## src/bpc_pkg.sv

```systemverilog
package bpc_pkg;

	localparam int NUM_BUTTONS = 3;
	localparam int MAX_RESULTS = 5;
	localparam int QUEUE_DEPTH = 2;

	localparam int TIME_W  = 32;
	localparam int MS_W    = 16;
	localparam int MASK_W  = 3;
	localparam int BTN_W   = 2;
	localparam int TYPE_W  = 2;
	localparam int CNT_W   = $clog2(MAX_RESULTS + 1);
	localparam int IDX_W   = (MAX_RESULTS > 1) ? $clog2(MAX_RESULTS) : 1;
	localparam int CFG_IDX_W = 2;

	// item kinds
	localparam logic KIND_PIN   = 1'b0;
	localparam logic KIND_CHECK = 1'b1;

	// pin levels (active-low buttons)
	localparam logic LEVEL_PRESSED = 1'b0;

	// event types
	localparam logic [TYPE_W-1:0] EV_SHORT  = 2'd0;
	localparam logic [TYPE_W-1:0] EV_LONG   = 2'd1;
	localparam logic [TYPE_W-1:0] EV_REPEAT = 2'd2;

	// register indexes
	localparam logic [CFG_IDX_W-1:0] REG_LONG_PRESS   = 2'd0;
	localparam logic [CFG_IDX_W-1:0] REG_REPEAT_AFTER = 2'd1;
	localparam logic [CFG_IDX_W-1:0] REG_REPEAT_MASK  = 2'd2;

	localparam logic [MS_W-1:0]   LONG_PRESS_RST   = 16'd1000;
	localparam logic [MS_W-1:0]   REPEAT_AFTER_RST = 16'd500;
	localparam logic [MASK_W-1:0] REPEAT_MASK_RST  = 3'd5;

	typedef struct packed {
		logic [BTN_W-1:0]  button;
		logic [TYPE_W-1:0] etype;
	} evt_t;

	// all events of one check transaction
	typedef struct packed {
		evt_t [MAX_RESULTS-1:0] evt;
		logic [CNT_W-1:0]       cnt;
	} bundle_t;

endpackage

```

## src/bpc_front.sv

```systemverilog
module bpc_front (
	input  logic                               clk,
	input  logic                               arst_n,
	input  logic                               in_valid,
	output logic                               in_ready,
	input  logic                               kind,
	input  logic [bpc_pkg::BTN_W-1:0]          button,
	input  logic                               pin_level,
	input  logic [bpc_pkg::TIME_W-1:0]         now_ms,
	input  logic                               cfg_wr_en,
	input  logic [bpc_pkg::CFG_IDX_W-1:0]      cfg_index,
	input  logic [bpc_pkg::MS_W-1:0]           cfg_data,
	input  logic                               q_full,
	output logic                               q_push,
	output bpc_pkg::bundle_t                   q_data
);

	localparam int NB = bpc_pkg::NUM_BUTTONS;

	logic [bpc_pkg::MS_W-1:0]   long_ms_q;
	logic [bpc_pkg::MS_W-1:0]   rep_ms_q;
	logic [bpc_pkg::MASK_W-1:0] rep_mask_q;

	logic [NB-1:0]               held_q, held_nxt;
	logic [NB-1:0]               lrep_q, lrep_nxt;
	logic [bpc_pkg::TIME_W-1:0]  start_q   [NB];
	logic [bpc_pkg::TIME_W-1:0]  start_nxt [NB];
	logic [bpc_pkg::TIME_W-1:0]  elapsed   [NB];
	logic [NB-1:0]               rep_en;
	logic [bpc_pkg::CNT_W-1:0]   n;
	bpc_pkg::bundle_t            bundle;
	logic                        acc;

	assign in_ready = !q_full;
	assign acc      = in_valid && in_ready;
	assign rep_en   = NB'(rep_mask_q);

	always_comb begin
		for (int b = 0; b < NB; b++) begin
			elapsed[b] = now_ms - start_q[b];
		end
	end

	always_comb begin
		held_nxt = held_q;
		lrep_nxt = lrep_q;
		start_nxt = start_q;
		bundle = '0;
		n = '0;
		if (kind == bpc_pkg::KIND_PIN) begin
			for (int b = 0; b < NB; b++) begin
				if (int'(button) == b) begin
					if (pin_level == bpc_pkg::LEVEL_PRESSED) begin
						start_nxt[b] = now_ms;
						held_nxt[b] = 1'b1;
						lrep_nxt[b] = 1'b0;
					end else begin
						held_nxt[b] = 1'b0;
					end
				end
			end
		end else begin
			// scan in button order, at most MAX_RESULTS events
			for (int b = 0; b < NB; b++) begin
				if (held_q[b]) begin
					if (elapsed[b] >= {{(bpc_pkg::TIME_W - bpc_pkg::MS_W){1'b0}}, long_ms_q}
					    && !lrep_q[b] && n < bpc_pkg::MAX_RESULTS) begin
						bundle.evt[n[bpc_pkg::IDX_W-1:0]].button = bpc_pkg::BTN_W'(b);
						bundle.evt[n[bpc_pkg::IDX_W-1:0]].etype = bpc_pkg::EV_LONG;
						lrep_nxt[b] = 1'b1;
						n = n + bpc_pkg::CNT_W'(1);
					end
					if (rep_en[b]
					    && elapsed[b] >= {{(bpc_pkg::TIME_W - bpc_pkg::MS_W){1'b0}}, rep_ms_q}
					    && n < bpc_pkg::MAX_RESULTS) begin
						bundle.evt[n[bpc_pkg::IDX_W-1:0]].button = bpc_pkg::BTN_W'(b);
						bundle.evt[n[bpc_pkg::IDX_W-1:0]].etype = bpc_pkg::EV_REPEAT;
						n = n + bpc_pkg::CNT_W'(1);
					end
				end else if (start_q[b] != '0 && !lrep_q[b]
				             && n < bpc_pkg::MAX_RESULTS) begin
					bundle.evt[n[bpc_pkg::IDX_W-1:0]].button = bpc_pkg::BTN_W'(b);
					bundle.evt[n[bpc_pkg::IDX_W-1:0]].etype = bpc_pkg::EV_SHORT;
					start_nxt[b] = '0;
					n = n + bpc_pkg::CNT_W'(1);
				end
			end
		end
		bundle.cnt = n;
	end

	assign q_push = acc && kind == bpc_pkg::KIND_CHECK && n != '0;
	assign q_data = bundle;

	always_ff @(posedge clk or negedge arst_n) begin
		if (!arst_n) begin
			long_ms_q <= bpc_pkg::LONG_PRESS_RST;
			rep_ms_q <= bpc_pkg::REPEAT_AFTER_RST;
			rep_mask_q <= bpc_pkg::REPEAT_MASK_RST;
			held_q <= '0;
			lrep_q <= '0;
			for (int b = 0; b < NB; b++) begin
				start_q[b] <= '0;
			end
		end else begin
			if (cfg_wr_en) begin
				unique case (cfg_index)
					bpc_pkg::REG_LONG_PRESS:   long_ms_q <= cfg_data;
					bpc_pkg::REG_REPEAT_AFTER: rep_ms_q <= cfg_data;
					bpc_pkg::REG_REPEAT_MASK:  rep_mask_q <= cfg_data[bpc_pkg::MASK_W-1:0];
					default: ;
				endcase
			end
			if (acc) begin
				held_q <= held_nxt;
				lrep_q <= lrep_nxt;
				start_q <= start_nxt;
			end
		end
	end

endmodule

```

## src/bpc_queue.sv

```systemverilog
module bpc_queue (
	input  logic             clk,
	input  logic             arst_n,
	input  logic             push,
	input  bpc_pkg::bundle_t wr_data,
	output logic             full,
	input  logic             pop,
	output logic             rd_valid,
	output bpc_pkg::bundle_t rd_data
);

	localparam int PTR_W = (bpc_pkg::QUEUE_DEPTH > 1) ? $clog2(bpc_pkg::QUEUE_DEPTH) : 1;
	localparam int FILL_W = $clog2(bpc_pkg::QUEUE_DEPTH + 1);

	bpc_pkg::bundle_t   mem_q [bpc_pkg::QUEUE_DEPTH];
	logic [PTR_W-1:0]   wr_ptr_q, rd_ptr_q;
	logic [FILL_W-1:0]  fill_q;
	logic               do_push, do_pop;

	assign full     = fill_q == FILL_W'(bpc_pkg::QUEUE_DEPTH);
	assign rd_valid = fill_q != '0;
	assign rd_data  = mem_q[rd_ptr_q];
	assign do_push  = push && !full;
	assign do_pop   = pop && rd_valid;

	always_ff @(posedge clk) begin
		if (do_push) begin
			mem_q[wr_ptr_q] <= wr_data;
		end
	end

	always_ff @(posedge clk or negedge arst_n) begin
		if (!arst_n) begin
			wr_ptr_q <= '0;
			rd_ptr_q <= '0;
			fill_q <= '0;
		end else begin
			if (do_push) begin
				wr_ptr_q <= (wr_ptr_q == PTR_W'(bpc_pkg::QUEUE_DEPTH - 1)) ? '0 :
				            wr_ptr_q + PTR_W'(1);
			end
			if (do_pop) begin
				rd_ptr_q <= (rd_ptr_q == PTR_W'(bpc_pkg::QUEUE_DEPTH - 1)) ? '0 :
				            rd_ptr_q + PTR_W'(1);
			end
			if (do_push && !do_pop) begin
				fill_q <= fill_q + FILL_W'(1);
			end else if (do_pop && !do_push) begin
				fill_q <= fill_q - FILL_W'(1);
			end
		end
	end

endmodule

```

## src/bpc_back.sv

```systemverilog
module bpc_back (
	input  logic                         clk,
	input  logic                         arst_n,
	input  logic                         q_valid,
	input  bpc_pkg::bundle_t             q_data,
	output logic                         q_pop,
	output logic                         active,
	output logic                         out_valid,
	input  logic                         out_ready,
	output logic [bpc_pkg::BTN_W-1:0]    event_button,
	output logic [bpc_pkg::TYPE_W-1:0]   event_type,
	output logic                         last
);

	bpc_pkg::bundle_t          bundle_q;
	logic [bpc_pkg::CNT_W-1:0] idx_q;
	logic                      active_q;
	logic                      ov_q;
	logic [bpc_pkg::BTN_W-1:0] btn_q;
	logic [bpc_pkg::TYPE_W-1:0] type_q;
	logic                      last_q;
	logic                      adv, is_last;
	bpc_pkg::evt_t             cur;

	assign adv     = !ov_q || out_ready;
	assign cur     = bundle_q.evt[idx_q[bpc_pkg::IDX_W-1:0]];
	assign is_last = (idx_q + bpc_pkg::CNT_W'(1)) == bundle_q.cnt;
	// refill when idle or as the final event of the current bundle leaves
	assign q_pop   = q_valid && (!active_q || (adv && is_last));

	always_ff @(posedge clk) begin
		if (q_pop) begin
			bundle_q <= q_data;
		end
		if (adv) begin
			btn_q <= cur.button;
			type_q <= cur.etype;
			last_q <= is_last;
		end
	end

	always_ff @(posedge clk or negedge arst_n) begin
		if (!arst_n) begin
			active_q <= 1'b0;
			idx_q <= '0;
			ov_q <= 1'b0;
		end else begin
			if (adv) begin
				ov_q <= active_q;
			end
			if (q_pop) begin
				active_q <= 1'b1;
				idx_q <= '0;
			end else if (adv && active_q) begin
				if (is_last) begin
					active_q <= 1'b0;
				end else begin
					idx_q <= idx_q + bpc_pkg::CNT_W'(1);
				end
			end
		end
	end

	assign active       = active_q;
	assign out_valid    = ov_q;
	assign event_button = btn_q;
	assign event_type   = type_q;
	assign last         = last_q;

endmodule

```

## src/button_press_classifier.sv

```systemverilog
// A check transaction's first event passes the event queue entry, the back end's bundle register
// and its output register before it is valid on the output.
// One input transaction per cycle is accepted while the two-deep event queue has room; pin
// changes make no events. The back end sends one event per cycle while the receiver is ready,
// so a check's events (up to five) leave one after another; that serializer sets the rate.
// Reset (arst_n low, asynchronous): button state cleared, registers to 1000/500/5, queue empty.
module button_press_classifier (
	input  logic                               clk,
	input  logic                               arst_n,
	input  logic                               in_valid,
	output logic                               in_ready,
	input  logic                               kind,
	input  logic [bpc_pkg::BTN_W-1:0]          button,
	input  logic                               pin_level,
	input  logic [bpc_pkg::TIME_W-1:0]         now_ms,
	output logic                               out_valid,
	input  logic                               out_ready,
	output logic [bpc_pkg::BTN_W-1:0]          event_button,
	output logic [bpc_pkg::TYPE_W-1:0]         event_type,
	output logic                               last,
	input  logic                               cfg_wr_en,
	input  logic [bpc_pkg::CFG_IDX_W-1:0]      cfg_index,
	input  logic [bpc_pkg::MS_W-1:0]           cfg_data
);

	// Front end: holds the registers and per-button state. Pin changes update the state
	// directly; a check scans all buttons combinationally, applies the five-event cap and
	// commits long-reported and start-time updates only for events that got a slot.
	// The whole event list of one check travels as a single queue entry.
	logic             q_push, q_full, q_pop, q_valid;
	bpc_pkg::bundle_t q_wdata, q_rdata;
	logic             back_active;

	bpc_front u_front (
		.clk       (clk),
		.arst_n    (arst_n),
		.in_valid  (in_valid),
		.in_ready  (in_ready),
		.kind      (kind),
		.button    (button),
		.pin_level (pin_level),
		.now_ms    (now_ms),
		.cfg_wr_en (cfg_wr_en),
		.cfg_index (cfg_index),
		.cfg_data  (cfg_data),
		.q_full    (q_full),
		.q_push    (q_push),
		.q_data    (q_wdata)
	);

	// Decouples the scan from the serializer so the front keeps taking pin changes
	// and checks while events drain.
	bpc_queue u_queue (
		.clk      (clk),
		.arst_n   (arst_n),
		.push     (q_push),
		.wr_data  (q_wdata),
		.full     (q_full),
		.pop      (q_pop),
		.rd_valid (q_valid),
		.rd_data  (q_rdata)
	);

	// Back end: walks the event list one per cycle, while the receiver is ready, into an output register; the next
	// list is loaded as the final event of the current one leaves, so no bubble.
	bpc_back u_back (
		.clk          (clk),
		.arst_n       (arst_n),
		.q_valid      (q_valid),
		.q_data       (q_rdata),
		.q_pop        (q_pop),
		.active       (back_active),
		.out_valid    (out_valid),
		.out_ready    (out_ready),
		.event_button (event_button),
		.event_type   (event_type),
		.last         (last)
	);

	// never push into a full queue: in_ready must track the queue state
	a_no_overflow: assert property (@(posedge clk) disable iff (!arst_n)
		q_push |-> !q_full)
		else $error("event queue overflow");

	// pin changes never produce events
	a_pin_silent: assert property (@(posedge clk) disable iff (!arst_n)
		(in_valid && in_ready && kind == bpc_pkg::KIND_PIN) |-> !q_push)
		else $error("pin change produced events");

	// an event that is not the last of its check must have followers pending
	a_more_pending: assert property (@(posedge clk) disable iff (!arst_n)
		(out_valid && !last) |-> back_active)
		else $error("non-final event without pending events");

endmodule

```

## config.mk

```make
export PLATFORM = sky130hd
export DESIGN_NAME = button_press_classifier
export DESIGN_NICKNAME = d
export VERILOG_FILES = /design/src/bpc_pkg.sv /design/src/bpc_front.sv /design/src/bpc_queue.sv /design/src/bpc_back.sv /design/src/button_press_classifier.sv
export SDC_FILE = /design/constraint.sdc
export NUM_CORES = 1
export LEC_CHECK = 0
export BUFFER_PORTS_ARGS = -buffer_cell sky130_fd_sc_hd__buf_2
export CORE_MARGIN = 4
export CORE_UTILIZATION = 64
export CTS_BUF_LIST = sky130_fd_sc_hd__clkbuf_16
export DETAILED_ROUTE_END_ITERATION = 6
export GPL_TIMING_DRIVEN = 0
export PLACE_DENSITY = 0.82
export SYNTH_ARGS = -nofsm -noshare
export SYNTH_HDL_FRONTEND = slang
export SYNTH_SLANG_ARGS = --single-unit
```

## constraint.sdc

```tcl
create_clock -name clk -period 10.2 [get_ports clk]
set_input_delay 1.02 -clock clk [delete_from_list [all_inputs] [get_ports clk]]
set_output_delay 1.02 -clock clk [all_outputs]
set_load 0.05 [all_outputs]
```

==> flow_metrics.py <==
metrics = {
    "logic_synthesis": {
        "yosys_warnings": 0,
        "synth-edff-count": 74,
        "yosys.area.top_type": "dfrtp_1",
        "yosys.area.top_type_share": 0.186,
        "netlist_instances": 1996,
        "ys_seq_elements": 220,
        "syn_nets": 2256,
        "synth_area_leaders": "dfrtp_1 (19%), ha_1 (14%), edfxtp_1 (12%)",
        "ys_seq_area_frac": 0.331,
        "synth_async_sr_flop_share": 0.664,
        "ys_types": 104,
        "synthFlopType": "dfrtp_1",
        "avgSynthCellArea_um2": 8.92,
        "netlist_area_mm2": 0.0178,
    },
    "critical_path": {
        "critPathMaxFanout": 23,
        "end_kind": "flip-flop",
        "cp.arrival_ns": 10.10,
        "r2r_end": "u_queue.mem_q[1][6]",
        "regToRegSetupSlack_ns": 0.43,
        "r2r-start": "u_front.start_q[64]",
        "worstSetupEndpoint": "u_queue.mem_q[1][6]",
        "required_ns": 10.37,
        "cpMaxStageDelayCell": "and2_2",
        "crit_type": "in2reg",
        "rr_worst_depth": 39,
        "max_stage_delay_ns": 0.51,
        "setup.worst_path.start": "now_ms[0]",
        "crit_top_cell": "a21o_1",
        "start_kind": "input pin",
    },
    "routing": {
        "wl_mm": 56.3,
        "drc": 0,
        "wl_per_cell_um": 22.7,
        "num_vias": 16495,
        "vias_per_cell": 6.65,
        "ant_nets": 0,
        "dr.pass1.iters": 6,
        "drt_iter0_drc": 2012,
    },
    "clocking": {
        "tritoncts": "yes",
        "cts_buffers": 25,
        "htree_num_levels": 1,
        "clockRootBuffer": "clkbuf_16",
        "ctsHoldBuffers": 0,
        "cts.clk_slew.worst_paths_ns": 0.06,
        "cts.sinks": 220,
        "clock_latency_ns": 0.54,
        "clockBufferDepth": 3,
    },
    "sta": {
        "finalClockSkew_ns": 0.0206,
        "setup_viol": 0,
        "finalWorstSetupSlack_ns": 0.265,
        "min_period_ns": 9.94,
        "fin_crit_sh": 0.974,
        "tightestPinTransition_ns": 1.32,
        "clock.fmax_mhz": 101,
        "holdWs_ns": 0.433,
        "slew_headroom": 0.111,
        "hold_viol": 0,
        "final_max_slew_viol_count": 0,
    },
    "power": {
        "swShare": 0.489,
        "p_sw_uw": 3080,
        "ir_drop_uv": 241,
        "p_clk_frac": 0.134,
        "seqPwrFrac": 0.221,
        "p_leak_uw": 0.00844,
        "combPwrFrac": 0.644,
        "finalPower_uw": 6300,
        "power_per_cell_area_mw_per_mm2": 323,
        "intPower_uw": 3220,
    },
    "finish": {
        "syn2layout_area_growth_pct": 9.59,
        "fin_cells": 2481,
        "nets": 2350,
        "stdcell_area_mm2": 0.0195,
        "fill_cells": 2025,
        "drive_above_1_share": 0.111,
    },
    "placement": {
        "dpl.cell_count": 2434,
        "pre_cts_ws_ns": -1.01,
        "place_congestion": 0.973,
        "portBuffers": 64,
        "placed_cell_area_mm2": 0.0186,
        "dpl.hpwl_mm": 42.9,
    },
    "floorplanning": {
        "rows": 60,
        "die_w_um": 175,
        "start_util": 0.655,
        "fp.dieH_um": 175,
        "die_area_mm2": 0.0305,
        "ios": 66,
        "fp.coreArea_mm2": 0.0272,
    },
    "grt": {
        "grt_pass1_wl_mm": 87.4,
        "antenna_found_initial": 2,
        "grt_usage": 0.357,
        "grt_overflow_total": 0,
        "grt_pass1_vias": 15906,
        "grt_max_degree": 97,
    },
    "flow_run": {
        "cap_violations": 0,
    },
    "status": {
        "status": "finished clean",
    },
    "hold_path": {
        "hold_class": "in2async",
    },
}
==> per-stage QoR <==
| stage | utilization | setup TNS (ns) |
|---|---|---|
| after floorplan | - | 0 |
| after global placement | 0.684 | -55.30 |
| after detailed placement | 0.686 | -43.83 |
| after CTS | 0.715 | 0 |
| after global routing | 0.718 | -0.0287 |
| final | 0.718 | 0 |
==> cell usage in the layout (no fill, tap or decap), types with 14 or more instances in the layout <==
master,n
xor2_1,24
nor3_1,29
a22o_1,32
dfrtp_1,132
inv_1,181
nor2b_1,44
a21oi_1,130
dfstp_2,14
o211ai_1,23
nand2b_1,27
clkbuf_16,25
o21ai_0,155
nand3_1,46
and3_1,19
a211oi_1,18
nor4_1,34
xnor2_1,43
buf_2,69
a21o_1,66
nor2_1,116
ha_1,197
o21a_1,24
clkbuf_1,54
mux2_2,50
edfxtp_1,74
nand2_1,187
nand4_1,21
==> worst max-delay path: cells and delay by family <==
kind	cells	cell delay, ns
adder cells (fa/ha/maj)	7	2.16
AND/OR/NAND/NOR	10	1.88
buffers and inverters	5	0.68
AO/OA/AOI/OAI	19	4.33
==> power by group through the flow <==
| stage | Sequential, µW | Clock, µW | Combinational, µW |
|---|---|---|---|
| floorplan | 1360 | 0 | 2740 |
| global placement | 1380 | 0 | 3630 |
| detailed placement | 1390 | 0 | 3760 |
| CTS | 1380 | 845 | 3880 |
| global route | 1410 | 887 | 4420 |
| finish | 1390 | 846 | 4060 |
==> cell type report <==
cell class	instances	area, µm²	share of cell area
Clock buffer	25	626	0.0321
Clock inverter	20	116	0.00597
Inverter	176	661	0.0339
Sequential cell	220	5890	0.302
Multi-Input combinational cell	1537	11100	0.569
Antenna cell	1	2.50	0.000128
Tap cell	372	465	0.0239
Buffer	62	248	0.0127
Timing Repair Buffer	68	393	0.0201
==> logic make-up (layout without fill, tap and decap cells) <==
family,count (synthesis),count (layout),synth area share
muxes,63,63,0.0418
DFF,220,220,0.331
adders and majority gates,201,201,0.143
buffers and inverters,239,351,0.0512
other,0,1,0
AOI/OAI and AO/OA,612,612,0.234
xor gates and xnor gates,67,67,0.0330
and+or+nand+nor,594,594,0.166
==> per-layer routing <==
layer | vias up | GRT usage | wire (µm)
met5 | - | 0 | 13
met4 | 2 | 0.139 | 2540
met3 | 169 | 0.0744 | 5390
met2 | 858 | 0.565 | 25000
met1 | 7942 | 0.485 | 23300
li1 | 7524 | - | -
==> cells in the mapped netlist, drive strengths merged, types with 19 or more instances <==
master	count
and3	19
a21oi	134
o211ai	24
edfxtp	74
o21ai	163
clkbuf	55
inv	175
nand2	188
xor2	24
nor4	35
a21o	66
nand4	21
dfrtp	132
mux2	50
nand2b	27
a211oi	20
nand3	47
o21a	26
nor3	29
ha	198
a22o	33
nor2b	45
nor2	118
xnor2	43
==> state kept, by name, summed over array words and instances (netlist names) <==
register and cells:
u_front.held_q 3, u_front.rep_ms_q 16, u_back.last 1, u_front.long_ms_q 16, u_queue.mem_q 46, u_back.out_valid 1
u_back.event_button 2, u_front.start_q 96, u_back.active 1, u_back.bundle_q 23, u_front.lrep_q 3, u_queue.rd_ptr_q 1
u_back.idx_q 3, u_queue.wr_ptr_q 1, u_queue.fill_q 2, u_front.rep_en 3, u_back.event_type 2
==> worst min-delay path by stage <==
stage / from / endpoint / slack [ns]
5_1_grt: arst_n / u_front.start_q[4] / 0.47
4_1_cts: arst_n / u_front.start_q[3] / 0.45
2_1_floorplan: u_queue.wr_ptr_q / u_queue.wr_ptr_q / 0.46
3_5_place_dp: u_queue.fill_q[1] / u_queue.fill_q[1] / 0.49
3_3_place_gp: u_queue.wr_ptr_q / u_queue.wr_ptr_q / 0.47
6_report: arst_n / u_front.rep_ms_q[3] / 0.43
==> timing repair <==
item / 4_1_cts / 5_1_grt
gates resized for setup: 6 / 17
pin swaps: 0 / 2
setup endpoints to repair: 48 / 49
buffers inserted: 1 / 1
No activity file was read; power rests on OpenSTA's default activity.
